<file path="config.mk">
export PLATFORM = sky130hd
export DESIGN_NAME = der_tlv_stream_walker
export DESIGN_NICKNAME = d
export VERILOG_FILES = /design/src/rtl/dtw_pkg.sv /design/src/rtl/dtw_front.sv /design/src/rtl/dtw_fifo.sv /design/src/rtl/dtw_back.sv /design/src/rtl/der_tlv_stream_walker.sv
export SDC_FILE = /design/constraint.sdc
export NUM_CORES = 1
export LEC_CHECK = 0
export BUFFER_PORTS_ARGS = -buffer_cell sky130_fd_sc_hd__buf_4
export CAP_MARGIN = 25
export CORE_UTILIZATION = 57
export DETAILED_ROUTE_END_ITERATION = 16
export PLACE_DENSITY = 0.8
export SYNTH_ARGS = -nofsm -noshare
export SYNTH_HDL_FRONTEND = slang
export SYNTH_HIERARCHICAL = 1
export SYNTH_SLANG_ARGS = --single-unit
</file>
<file path="constraint.sdc">
create_clock -name clk -period 18.6 [get_ports clk]
set_input_delay 3.72 -clock clk [delete_from_list [all_inputs] [get_ports clk]]
set_output_delay 3.72 -clock clk [all_outputs]
set_load 0.01 [all_outputs]
</file>
<file path="src/rtl/dtw_pkg.sv">
// Shared types and constants of the DER TLV stream walker.
// Used by the front end, the result queue, the back end and the checker.
package dtw_pkg;

  localparam int MAX_ARCS      = 8;
  localparam int MAX_LEN_BYTES = 4;
  localparam int MAX_RES       = 3;
  localparam int FIFO_DEPTH    = 4;

  localparam int ARC_CNT_W  = $clog2(MAX_ARCS + 1);
  localparam int LEN_LEFT_W = $clog2(MAX_LEN_BYTES + 1);
  localparam int RES_CNT_W  = $clog2(MAX_RES + 1);
  localparam int RES_IDX_W  = $clog2(MAX_RES);
  localparam int FIFO_PTR_W = $clog2(FIFO_DEPTH);
  localparam int FIFO_CNT_W = $clog2(FIFO_DEPTH + 1);

  localparam logic [4:0] TAG_INTEGER  = 5'd2;
  localparam logic [4:0] TAG_OID      = 5'd6;
  localparam logic [4:0] TAG_SEQUENCE = 5'd16;
  localparam logic [4:0] TAG_SET      = 5'd17;

  localparam logic [1:0] ERR_TRUNC    = 2'd0;
  localparam logic [1:0] ERR_LEN_FORM = 2'd1;
  localparam logic [1:0] ERR_LONG_ARC = 2'd2;

  typedef enum logic [2:0] {
    KIND_HEADER = 3'd0,
    KIND_ARC    = 3'd1,
    KIND_INT    = 3'd2,
    KIND_ERROR  = 3'd3,
    KIND_END    = 3'd4
  } kind_t;

  typedef enum logic [2:0] {
    PH_TAG  = 3'd0,
    PH_LEN1 = 3'd1,
    PH_LENX = 3'd2,
    PH_SKIP = 3'd3,
    PH_INT  = 3'd4,
    PH_OID  = 3'd5,
    PH_HALT = 3'd6
  } phase_t;

  // One result in compact form: val carries the arc or the integer value.
  typedef struct packed {
    kind_t       kind;
    logic [7:0]  tag;
    logic [31:0] len;
    logic [31:0] val;
    logic [1:0]  err;
  } res_t;

  // All results caused by one input byte.
  typedef struct packed {
    logic [RES_CNT_W-1:0]   cnt;
    res_t [MAX_RES-1:0]     res;
  } grp_t;

  typedef struct packed {
    logic full;
    logic empty;
  } fifo_stat_t;

endpackage

</file>
<file path="src/rtl/dtw_front.sv">
// Front end: accepts DER bytes and runs the TLV decode state machine.
// Builds the group of results each byte causes. Depends on dtw_pkg.
module dtw_front (
  input  logic                clk,
  input  logic                rst_n,
  input  logic                in_valid,
  output logic                in_ready,
  input  logic [7:0]          in_data_byte,
  input  logic                in_last_byte,
  input  dtw_pkg::fifo_stat_t q_stat,
  output logic                q_push,
  output dtw_pkg::grp_t       q_grp
);

  dtw_pkg::phase_t                   phase_r, phase_nxt;
  logic [7:0]                        tag_r, tag_nxt;
  logic [31:0]                       len_acc_r, len_acc_nxt;
  logic [dtw_pkg::LEN_LEFT_W-1:0]    len_left_r, len_left_nxt;
  logic [31:0]                       content_r, content_nxt;
  logic [27:0]                       arc_acc_r, arc_acc_nxt;
  logic [1:0]                        arc_dig_r, arc_dig_nxt;
  logic [dtw_pkg::ARC_CNT_W-1:0]     arc_cnt_r, arc_cnt_nxt;
  logic                              first_r, first_nxt;
  logic [31:0]                       int_r, int_nxt;
  logic [31:0]                       outer_r, outer_nxt;

  logic accept;

  function automatic dtw_pkg::grp_t add_res(dtw_pkg::grp_t g, dtw_pkg::kind_t k,
                                            logic [7:0] tag, logic [31:0] len,
                                            logic [31:0] val, logic [1:0] err);
    dtw_pkg::res_t r;
    r.kind = k;
    r.tag  = tag;
    r.len  = len;
    r.val  = val;
    r.err  = err;
    if (g.cnt != dtw_pkg::RES_CNT_W'(dtw_pkg::MAX_RES)) begin
      g.res[g.cnt[dtw_pkg::RES_IDX_W-1:0]] = r;
      g.cnt = g.cnt + 1'b1;
    end
    return g;
  endfunction

  assign in_ready = !q_stat.full;
  assign accept   = in_valid && in_ready;
  assign q_push   = accept && (q_grp.cnt != '0);

  always_comb begin
    logic [31:0] outer_dec;
    logic [31:0] hlen;
    logic [4:0]  tnum;
    logic [27:0] v;
    logic        hdr_done;
    logic        failed;
    dtw_pkg::grp_t g;

    phase_nxt    = phase_r;
    tag_nxt      = tag_r;
    len_acc_nxt  = len_acc_r;
    len_left_nxt = len_left_r;
    content_nxt  = content_r;
    arc_acc_nxt  = arc_acc_r;
    arc_dig_nxt  = arc_dig_r;
    arc_cnt_nxt  = arc_cnt_r;
    first_nxt    = first_r;
    int_nxt      = int_r;
    hdr_done     = 1'b0;
    failed       = 1'b0;
    g            = '0;
    v            = {arc_acc_r[20:0], in_data_byte[6:0]};
    outer_dec    = (outer_r != '0) ? outer_r - 32'd1 : outer_r;
    outer_nxt    = outer_dec;

    unique case (phase_r)
      dtw_pkg::PH_TAG: begin
        tag_nxt      = in_data_byte;
        len_acc_nxt  = '0;
        len_left_nxt = '0;
        phase_nxt    = dtw_pkg::PH_LEN1;
      end
      dtw_pkg::PH_LEN1: begin
        if (in_data_byte[7]) begin
          if (in_data_byte[6:0] == 7'd0 ||
              in_data_byte[6:0] > 7'(dtw_pkg::MAX_LEN_BYTES)) begin
            g         = add_res(g, dtw_pkg::KIND_ERROR, '0, '0, '0, dtw_pkg::ERR_LEN_FORM);
            phase_nxt = dtw_pkg::PH_HALT;
          end else begin
            len_acc_nxt  = '0;
            len_left_nxt = in_data_byte[dtw_pkg::LEN_LEFT_W-1:0];
            phase_nxt    = dtw_pkg::PH_LENX;
          end
        end else begin
          len_acc_nxt = {25'd0, in_data_byte[6:0]};
          hdr_done    = 1'b1;
        end
      end
      dtw_pkg::PH_LENX: begin
        len_acc_nxt  = {len_acc_r[23:0], in_data_byte};
        len_left_nxt = len_left_r - 1'b1;
        if (len_left_r == dtw_pkg::LEN_LEFT_W'(1)) begin
          hdr_done = 1'b1;
        end
      end
      dtw_pkg::PH_SKIP: begin
        content_nxt = content_r - 32'd1;
        if (content_r == 32'd1) begin
          phase_nxt = dtw_pkg::PH_TAG;
        end
      end
      dtw_pkg::PH_INT: begin
        int_nxt     = {int_r[23:0], in_data_byte};
        content_nxt = content_r - 32'd1;
        if (content_r == 32'd1) begin
          g         = add_res(g, dtw_pkg::KIND_INT, '0, '0, int_nxt, '0);
          phase_nxt = dtw_pkg::PH_TAG;
        end
      end
      dtw_pkg::PH_OID: begin
        if (in_data_byte[7]) begin
          if (arc_dig_r == 2'd3) begin
            g         = add_res(g, dtw_pkg::KIND_ERROR, '0, '0, '0, dtw_pkg::ERR_LONG_ARC);
            phase_nxt = dtw_pkg::PH_HALT;
            failed    = 1'b1;
          end else begin
            arc_acc_nxt = v;
            arc_dig_nxt = arc_dig_r + 1'b1;
          end
        end else begin
          arc_acc_nxt = '0;
          arc_dig_nxt = '0;
          if (first_r) begin
            // First subidentifier carries two arcs: 40 * X + Y.
            first_nxt = 1'b0;
            g = add_res(g, dtw_pkg::KIND_ARC, '0, '0,
                        (v < 28'd40) ? 32'd0 : ((v < 28'd80) ? 32'd1 : 32'd2), '0);
            g = add_res(g, dtw_pkg::KIND_ARC, '0, '0,
                        {4'd0, (v < 28'd40) ? v :
                               ((v < 28'd80) ? v - 28'd40 : v - 28'd80)}, '0);
            arc_cnt_nxt = arc_cnt_r + dtw_pkg::ARC_CNT_W'(2);
          end else if (arc_cnt_r < dtw_pkg::ARC_CNT_W'(dtw_pkg::MAX_ARCS)) begin
            g           = add_res(g, dtw_pkg::KIND_ARC, '0, '0, {4'd0, v}, '0);
            arc_cnt_nxt = arc_cnt_r + 1'b1;
          end
        end
        if (!failed) begin
          content_nxt = content_r - 32'd1;
          if (content_r == 32'd1) begin
            phase_nxt = dtw_pkg::PH_TAG;
          end
        end
      end
      default: begin
        phase_nxt = dtw_pkg::PH_HALT;
      end
    endcase

    hlen = len_acc_nxt;
    tnum = tag_r[4:0];
    if (hdr_done) begin
      g           = add_res(g, dtw_pkg::KIND_HEADER, tag_r, hlen, '0, '0);
      int_nxt     = '0;
      arc_acc_nxt = '0;
      arc_dig_nxt = '0;
      arc_cnt_nxt = '0;
      first_nxt   = 1'b1;
      content_nxt = hlen;
      if (tnum == dtw_pkg::TAG_SEQUENCE || tnum == dtw_pkg::TAG_SET) begin
        // Walk into the contents; track the furthest open end.
        if (hlen > outer_dec) begin
          outer_nxt = hlen;
        end
        phase_nxt = dtw_pkg::PH_TAG;
      end else if (hlen == '0) begin
        if (tnum == dtw_pkg::TAG_INTEGER) begin
          g = add_res(g, dtw_pkg::KIND_INT, '0, '0, '0, '0);
        end
        phase_nxt = dtw_pkg::PH_TAG;
      end else if (tnum == dtw_pkg::TAG_INTEGER && hlen <= 32'd4) begin
        phase_nxt = dtw_pkg::PH_INT;
      end else if (tnum == dtw_pkg::TAG_OID) begin
        phase_nxt = dtw_pkg::PH_OID;
      end else begin
        phase_nxt = dtw_pkg::PH_SKIP;
      end
    end

    if (in_last_byte) begin
      if (phase_nxt != dtw_pkg::PH_HALT) begin
        if (phase_nxt != dtw_pkg::PH_TAG || outer_nxt != '0) begin
          g = add_res(g, dtw_pkg::KIND_ERROR, '0, '0, '0, dtw_pkg::ERR_TRUNC);
        end else begin
          g = add_res(g, dtw_pkg::KIND_END, '0, '0, '0, '0);
        end
      end
      phase_nxt    = dtw_pkg::PH_TAG;
      tag_nxt      = '0;
      len_acc_nxt  = '0;
      len_left_nxt = '0;
      content_nxt  = '0;
      arc_acc_nxt  = '0;
      arc_dig_nxt  = '0;
      arc_cnt_nxt  = '0;
      first_nxt    = 1'b1;
      int_nxt      = '0;
      outer_nxt    = '0;
    end

    q_grp = g;
  end

  always_ff @(posedge clk) begin
    if (!rst_n) begin
      phase_r    <= dtw_pkg::PH_TAG;
      tag_r      <= '0;
      len_acc_r  <= '0;
      len_left_r <= '0;
      content_r  <= '0;
      arc_acc_r  <= '0;
      arc_dig_r  <= '0;
      arc_cnt_r  <= '0;
      first_r    <= 1'b1;
      int_r      <= '0;
      outer_r    <= '0;
    end else if (accept) begin
      phase_r    <= phase_nxt;
      tag_r      <= tag_nxt;
      len_acc_r  <= len_acc_nxt;
      len_left_r <= len_left_nxt;
      content_r  <= content_nxt;
      arc_acc_r  <= arc_acc_nxt;
      arc_dig_r  <= arc_dig_nxt;
      arc_cnt_r  <= arc_cnt_nxt;
      first_r    <= first_nxt;
      int_r      <= int_nxt;
      outer_r    <= outer_nxt;
    end
  end

endmodule

</file>
<file path="src/rtl/dtw_fifo.sv">
// Result-group queue between the front end and the back end.
// Holds FIFO_DEPTH groups of results. Depends on dtw_pkg.
module dtw_fifo (
  input  logic                clk,
  input  logic                rst_n,
  input  logic                push,
  input  dtw_pkg::grp_t       push_grp,
  input  logic                pop,
  output dtw_pkg::grp_t       head_grp,
  output dtw_pkg::fifo_stat_t stat
);

  dtw_pkg::grp_t                  mem_r [dtw_pkg::FIFO_DEPTH];
  logic [dtw_pkg::FIFO_PTR_W-1:0] wr_ptr_r, rd_ptr_r;
  logic [dtw_pkg::FIFO_CNT_W-1:0] cnt_r;

  assign stat.full  = (cnt_r == dtw_pkg::FIFO_CNT_W'(dtw_pkg::FIFO_DEPTH));
  assign stat.empty = (cnt_r == '0);
  assign head_grp   = mem_r[rd_ptr_r];

  always_ff @(posedge clk) begin
    if (push) begin
      mem_r[wr_ptr_r] <= push_grp;
    end
  end

  always_ff @(posedge clk) begin
    if (!rst_n) begin
      wr_ptr_r <= '0;
      rd_ptr_r <= '0;
      cnt_r    <= '0;
    end else begin
      if (push) begin
        wr_ptr_r <= wr_ptr_r + 1'b1;
      end
      if (pop) begin
        rd_ptr_r <= rd_ptr_r + 1'b1;
      end
      case ({push, pop})
        2'b10:   cnt_r <= cnt_r + 1'b1;
        2'b01:   cnt_r <= cnt_r - 1'b1;
        default: cnt_r <= cnt_r;
      endcase
    end
  end

endmodule

</file>
<file path="src/rtl/dtw_back.sv">
// Back end: takes result groups from the queue and drives them out one
// result per transaction, marking the last of each group. Depends on dtw_pkg.
module dtw_back (
  input  logic                clk,
  input  logic                rst_n,
  input  dtw_pkg::fifo_stat_t q_stat,
  input  dtw_pkg::grp_t       q_head,
  output logic                q_pop,
  output logic                out_valid,
  input  logic                out_ready,
  output logic [2:0]          out_kind,
  output logic [1:0]          out_tag_class,
  output logic                out_constructed,
  output logic [4:0]          out_tag_number,
  output logic [31:0]         out_value_length,
  output logic [27:0]         out_arc_value,
  output logic [31:0]         out_int_value,
  output logic [1:0]          out_error_code,
  output logic                out_last
);

  dtw_pkg::grp_t                 grp_r;
  logic [dtw_pkg::RES_IDX_W-1:0] idx_r, idx_nxt;
  logic                          busy_r, busy_nxt;
  dtw_pkg::res_t                 cur;
  logic [dtw_pkg::RES_CNT_W-1:0] cnt_m1;
  logic                          at_end;
  logic                          is_hdr;

  assign cur    = grp_r.res[idx_r];
  assign cnt_m1 = grp_r.cnt - 1'b1;
  assign at_end = (dtw_pkg::RES_CNT_W'(idx_r) == cnt_m1);
  assign is_hdr = (cur.kind == dtw_pkg::KIND_HEADER);

  // Load the next group when idle or when the final result leaves.
  assign q_pop = !q_stat.empty && (!busy_r || (out_ready && at_end));

  always_comb begin
    busy_nxt = busy_r;
    idx_nxt  = idx_r;
    if (q_pop) begin
      busy_nxt = 1'b1;
      idx_nxt  = '0;
    end else if (busy_r && out_ready) begin
      if (at_end) begin
        busy_nxt = 1'b0;
      end else begin
        idx_nxt = idx_r + 1'b1;
      end
    end
  end

  always_ff @(posedge clk) begin
    if (!rst_n) begin
      busy_r <= 1'b0;
      idx_r  <= '0;
    end else begin
      busy_r <= busy_nxt;
      idx_r  <= idx_nxt;
    end
  end

  always_ff @(posedge clk) begin
    if (q_pop) begin
      grp_r <= q_head;
    end
  end

  assign out_valid        = busy_r;
  assign out_kind         = cur.kind;
  assign out_tag_class    = is_hdr ? cur.tag[7:6] : 2'd0;
  assign out_constructed  = is_hdr ? cur.tag[5] : 1'b0;
  assign out_tag_number   = is_hdr ? cur.tag[4:0] : 5'd0;
  assign out_value_length = is_hdr ? cur.len : 32'd0;
  assign out_arc_value    = (cur.kind == dtw_pkg::KIND_ARC) ? cur.val[27:0] : 28'd0;
  assign out_int_value    = (cur.kind == dtw_pkg::KIND_INT) ? cur.val : 32'd0;
  assign out_error_code   = (cur.kind == dtw_pkg::KIND_ERROR) ? cur.err : 2'd0;
  assign out_last         = at_end;

endmodule

</file>
<file path="src/rtl/der_tlv_stream_walker.sv">
// Top level of the DER TLV stream walker: front end, result queue, back end.
// Depends on dtw_pkg, dtw_front, dtw_fifo and dtw_back.
//
// Usage:
//   Input channel (in_valid/in_ready): one DER byte per transaction, with
//   in_last_byte set on the final byte of a buffer. The next transaction
//   after a final byte starts a new buffer from a clean state.
//   Output channel (out_valid/out_ready): one result per transaction:
//   a TLV header, an OID arc, an INTEGER value, an error, or a clean end.
//   out_last marks the last result caused by one input byte.
// Output path: a byte's results are written to the queue, then loaded into
//   the back end, and only then presented on the output channel.
// Throughput: one byte per cycle while each byte yields at most one result and
//   out_ready stays high; a byte that yields several results (up to three)
//   holds the output port until all of them have left. The decode state machine
//   takes a byte every cycle until the queue fills; the output port, one result per cycle, sets the sustained rate.
// Stall: while out_ready is low the current result holds; the front end keeps
//   taking bytes until the four-group queue fills, then drops in_ready.
// Reset: synchronous active-low rst_n empties the queue, drops out_valid and
//   returns the decoder to expect a tag byte. No clearing pass is needed.
module der_tlv_stream_walker (
  input  logic        clk,
  input  logic        rst_n,
  input  logic        in_valid,
  output logic        in_ready,
  input  logic [7:0]  in_data_byte,
  input  logic        in_last_byte,
  output logic        out_valid,
  input  logic        out_ready,
  output logic [2:0]  out_kind,
  output logic [1:0]  out_tag_class,
  output logic        out_constructed,
  output logic [4:0]  out_tag_number,
  output logic [31:0] out_value_length,
  output logic [27:0] out_arc_value,
  output logic [31:0] out_int_value,
  output logic [1:0]  out_error_code,
  output logic        out_last
);

  // Queue handshake and status between front and back.
  dtw_pkg::fifo_stat_t q_stat;
  dtw_pkg::grp_t       q_push_grp;
  dtw_pkg::grp_t       q_head;
  logic                q_push;
  logic                q_pop;

  // Decode bytes; push every group that holds at least one result.
  dtw_front u_front (
    .clk          (clk),
    .rst_n        (rst_n),
    .in_valid     (in_valid),
    .in_ready     (in_ready),
    .in_data_byte (in_data_byte),
    .in_last_byte (in_last_byte),
    .q_stat       (q_stat),
    .q_push       (q_push),
    .q_grp        (q_push_grp)
  );

  // Decouple decode from output stalls.
  dtw_fifo u_fifo (
    .clk      (clk),
    .rst_n    (rst_n),
    .push     (q_push),
    .push_grp (q_push_grp),
    .pop      (q_pop),
    .head_grp (q_head),
    .stat     (q_stat)
  );

  // Serialize each group onto the output channel.
  dtw_back u_back (
    .clk              (clk),
    .rst_n            (rst_n),
    .q_stat           (q_stat),
    .q_head           (q_head),
    .q_pop            (q_pop),
    .out_valid        (out_valid),
    .out_ready        (out_ready),
    .out_kind         (out_kind),
    .out_tag_class    (out_tag_class),
    .out_constructed  (out_constructed),
    .out_tag_number   (out_tag_number),
    .out_value_length (out_value_length),
    .out_arc_value    (out_arc_value),
    .out_int_value    (out_int_value),
    .out_error_code   (out_error_code),
    .out_last         (out_last)
  );

endmodule

</file>
# Yosys cells after proc, flatten, opt, wreduce, memory -nomap -nowiden
# Memories as Yosys holds them, arrays and structs flattened. A register that Yosys moved wholly into a read port is not among the register bits.
# Index checks and enable logic that the tools add are counted.
# op_classes
add_sub_neg,18
multipliers,0
n_div,0
n_lt_le_gt_ge,15
n_eq_ne,29
shift,0
n_mux,118
bitwise,11
reduce_logical,46
# ops
operator,n
$mux 233,16
$mux 232,4
$pmux 233 s3,1
$demux 77 s2,4
$mux 77,8
$bwmux 231,2
$and 228x228->228,2
$not 228->228,2
$mux 32,14
$and 225x225->225,1
$not 225->225,1
$bmux 77 s2,1
$mux 21,5
$pmux 32 s3,1
$mux 28,3
$mux 24,3
$pmux 32 s2,1
$reduce_bool 32->1,2
$sub 32x1->32 const B,2
$mux 3,16
$eq 32x1->1 const B,1
$gt 32x32->1,1
$le 32x3->1 const B,1
$logic_not 32->1,1
other kinds (51),144
# word_totals
regBits,172
latch_bits,0
mem_bits_rw,932
romBits,0
inputBits,13
output_inout_bits,108
word_cells,254
mem_count,1
# memory_table
name,words,word_bits,rd,rd_clocked_by_memory_dff,write_ports,line_no,rtl
u_fifo.mem_r,4,233,1,1,1,dtw_fifo.sv:13,dtw_pkg::grp_t mem_r [dtw_pkg::FIFO_DEPTH];

# Logic depth before layout (Yosys ltp)
# logic_depth
depth_word,44
depth_mapped,24
depth_no_buf,19

# By module
# Netlist, hierarchy kept.
# by_module_without_submodules
module,instances,cells_each,area_per_inst_um2,seq_area_each_um2
dtw_fifo,1,1263,34061.4,28167.0
dtw_front,1,1648,12492.0,3243.1
dtw_back,1,578,9694.3,7056.8

# Worst setup path before layout
# No wires, ideal clock.
# synth_timing
path_type,reg2reg
from,register u_fifo/cnt_r[0] in the netlist's numbering
to,register u_fifo/cnt_r[2] in the netlist's numbering
setup_ns,0.076
arrival_ns,19.963
required_ns,18.524
path_slack_ns,-1.439
path_stages_with_launch,9
n_path_buf,0
period_less_slack_ns,20.039
path_cell_list,dfxtp_1 nor3_1 o21ai_0 ha_1 inv_1 fa_1 xor2_1 or3_1 a21boi_0
# synth_lines
item,line_no,rtl
from (decl),dtw_fifo.sv:15,logic [dtw_pkg::FIFO_CNT_W-1:0] cnt_r;
from (signal assigned),dtw_fifo.sv:40,2'b10: cnt_r <= cnt_r + 1'b1;
from (signal assigned),dtw_fifo.sv:41,2'b01: cnt_r <= cnt_r - 1'b1;
from (signal assigned),dtw_fifo.sv:42,default: cnt_r <= cnt_r;

==> metrics.md <==
| Metric | Value |
|---|---|
| Status | finished, final reports clean |
| Worst Tran Pin Value | 1.09 ns |
| CP arrival | 10.34 ns |
| Final #Nets | 3631 |
| WP data required | 18.99 ns |
| CP max FO | 64 |
| EDFF count, synth | 1165 |
| Syn avg cell area | 16.1 um^2 |
| Placed cell area | 0.0577 mm^2 |
| Main synth FF type | edfxtp_1 |
| Crit end category | flop |
| Floorplan row count | 114 |
| Maximum clock rate | 101 MHz |
| Global-route wire length before repair | 197 mm |
| Logic gate share of total power | 31.6% |
| Sw Ratio | 33.6% |
| Setup tns final | 0 ns |
| Clock share of power | 27.1% |
| Crit path time final | 9.94 ns |
| DP HPWL | 73.6 mm |
| Crit share post-route | 53.5% |
| RSZ-0062 raised after global routing | false |
| CP Class | in -> reg |
| Width of the chip | 316 um |
| Via count | 32200 |
| Pre-CTS setup slack | 8.12 ns |
| Vias in the first global route | 31800 |
| Iter 0 DRT Violations | 4460 |
| Seq cells post-synth | 1339 |
| Total routed wirelength | 131 mm |
| Share of the synthesized area in the top cell type | 62.2% |
| Total die area | 0.0999 mm^2 |
| Worst IR drop on VDD | 0.000131 V |
| # H-tree levels | 4 |
| Fin. Hold Viols | 0 |
| Max clock buf depth | 3 |
| Leak | 20.7 nW |
| Sequential Power Share | 41.3% |
| PortBufs | 120 |
| Synth area leader | edfxtp_1 |
| Setup crit start kind | input pin |
| Setup Skew | 0.0315 ns |
| Routed Antenna Nets | 0 |
| PwrDens | 159 mW/mm^2 |
| Int Power | 6.54 mW |
| Sequential area share after synthesis | 68.4% |
| Core ar. | 0.0973 mm^2 |
| Routed WL per cell | 26.6 um |
| Sink Count | 1339 |
| Die height | 316 um |
| Overall Global Routing Usage | 26.3% |
| Max transition margin | 25.6% |
| Largest cells by area after synthesis | edfxtp_1, mux4_2, dfxtp_1 |
| Clk Latency, worst-skew pair | 0.73 ns |
| Largest net degree at the start of global routing | 167 |
| Synthesized instance count | 3489 |
| Pins over their slew limit | 0 |
| Synth Warn # | 6 |
| Remaining global-route overflow | 0 |
| IO Count | 121 |
| Synth async-reset ratio | 0% |
| Fin worst setup slack | 8.66 ns |
| Vias per cell | 6.51 |
| TritonCTS Buffers | 135 |
| CTS tree | done |
| Synthesized cell area | 0.0562 mm^2 |
| Post-CTS Setup Bufs | 0 |
| Synth cell count leaders | edfxtp_1, mux4_2, dfxtp_1 |
| Clock-pin slew on the worst setup and hold paths | 0.05 ns |
| Post-cts hold buffer count | 0 |
| Final instance area | 0.0621 mm^2 |
| Post-route DRC | 0 |
| Area Growth Syn to Fin | 10.4% |
| Worst hold path class | reg -> reg |
| DR pass1 iterations | 6 |
| Switching pwr | 3.32 mW |
| Final core utilization | 63.9% |
| Routability-driven placement congestion ratio | 0.928 |
| Synth unique cells | 87 |
| Max Cap Viol | 0 |
| Clock root buffer | clkbuf_16 |
| Initial Utilization | 57.8% |
| Share of cells above drive strength 1 | 18.2% |
| Final setup violating endpoints | 0 |
| Initial antenna violation count | 6 |
| Top-count cell post-synth | edfxtp_1 |
| PostCTS Resize Cnt | 0 |
==> placed cells by master, fill, tap and decap left out, types with 106 or more instances in the layout <==
cell / Yosys / final
nor2_1: 133 / 131
dfxtp_1: 174 / 170
nor2b_1: 108 / 107
buf_4: 123 / 160
mux4_2: 233 / 233
edfxtp_1: 1165 / 1165
a22oi_1: 106 / 106
nor4_1: 124 / 123
clkbuf_16: 0 / 138
nand2_1: 109 / 108
conb_1: 1 / 120
==> state kept, by name, indices dropped and copies added, names as in the netlist, named ones only <==
signal / flops
u_front/phase_r: 3
u_back/idx_r: 2
u_front/len_acc_r: 32
u_front/outer_r: 32
u_front/arc_acc_r: 21
u_front/len_left_r: 3
u_fifo/wr_ptr_r: 2
u_front/tag_r: 8
u_fifo/mem_r: 932
u_fifo/cnt_r: 3
u_front/int_r: 24
u_front/first_r: 1
u_fifo/rd_ptr_r: 2
u_back/out_valid: 1
u_back/grp_r: 233
u_front/arc_cnt_r: 4
u_front/arc_dig_r: 2
u_front/content_r: 32
==> worst max-delay path, stage by stage <==
cell       delay, ns
buf_4           0.18
inv_1           0.24
ha_1            0.18
or4b_4          0.47
o31a_1          0.26
o21ai_2         0.16
nand2_1         0.64
a22oi_1         0.47
inv_1           0.20
ha_1            0.34
nand4_1         0.17
or4_1           0.60
o211ai_1        0.19
a31oi_1         0.09
a31oi_4         0.17
buf_4           0.56
mux2i_1         0.21
or2_2           0.37
a2111oi_4       0.73
o21ai_0         0.34
==> final timing paths <==
path	startpoint	end	slack, ns	depth (start not counted)
worst min-delay path	u_front/len_left_r[1]	u_front/len_left_r[1]	0.47	2
worst min register to register	u_front/len_left_r[1]	u_front/len_left_r[1]	0.47	2
worst max register to register	u_front/outer_r[2]	u_fifo/mem_r[3][151]	11.70	16
worst max-delay path	in_data_byte[4]	u_fifo/mem_r[3][151]	8.66	20
==> per-layer routing <==
| metal | global-route usage (%) | vias to the layer above | part of all wire (%) |
|---|---|---|---|
| li1 | - | 13800 | - |
| met1 | 36.1 | 16200 | 38 |
| met2 | 42.7 | 1902 | 49 |
| met3 | 4.49 | 321 | 9.0 |
| met4 | 9.63 | 6 | 3.3 |
| met5 | 0 | - | 0.026 |
==> stage by stage <==
step	power, mW	std cells	hold slack (ns)
floorplan	6.33	3608	0.443
global placement	7.08	4699	0.455
detailed placement	7.14	4701	0.468
CTS	9.86	4940	0.475
global route	10.2	4945	0.504
finish	9.86	4945	0.473
==> logic make-up after synthesis <==
| logic type | synth area share (%) |
|---|---|
| AO/OA/AOI/OAI | 7.07 |
| XOR/XNOR | 0.825 |
| adder cells (fa/ha/maj) | 1.19 |
| buffers and inverters | 3.89 |
| flip-flops | 68.4 |
| multiplexers | 10.9 |
| other | 0.00667 |
| AND/OR/NAND/NOR | 7.72 |
==> final cells by class <==
class | instances | area (um^2)
fill | 6413 | 35200
sequential | 1339 | 38500
multi-input combinational | 1875 | 16200
clock buffer | 176 | 3660
clock inverter | 63 | 664
tap | 1276 | 1600
timing repair buffer | 171 | 1390
antenna | 2 | 5.00
inverter | 43 | 164
==> power by group through the flow <==
| stage | combinational (mW) | clock (mW) | sequential, mW |
|---|---|---|---|
| 2_1_floorplan | 2.20 | 0 | 4.14 |
| 5_1_grt | 3.33 | 2.81 | 4.11 |
| 6_report | 3.12 | 2.67 | 4.07 |
| 3_5_place_dp | 3.03 | 0 | 4.11 |
| 4_1_cts | 3.08 | 2.71 | 4.07 |
| 3_3_place_gp | 3.00 | 0 | 4.08 |
No activity file was read; power rests on OpenSTA's default activity.
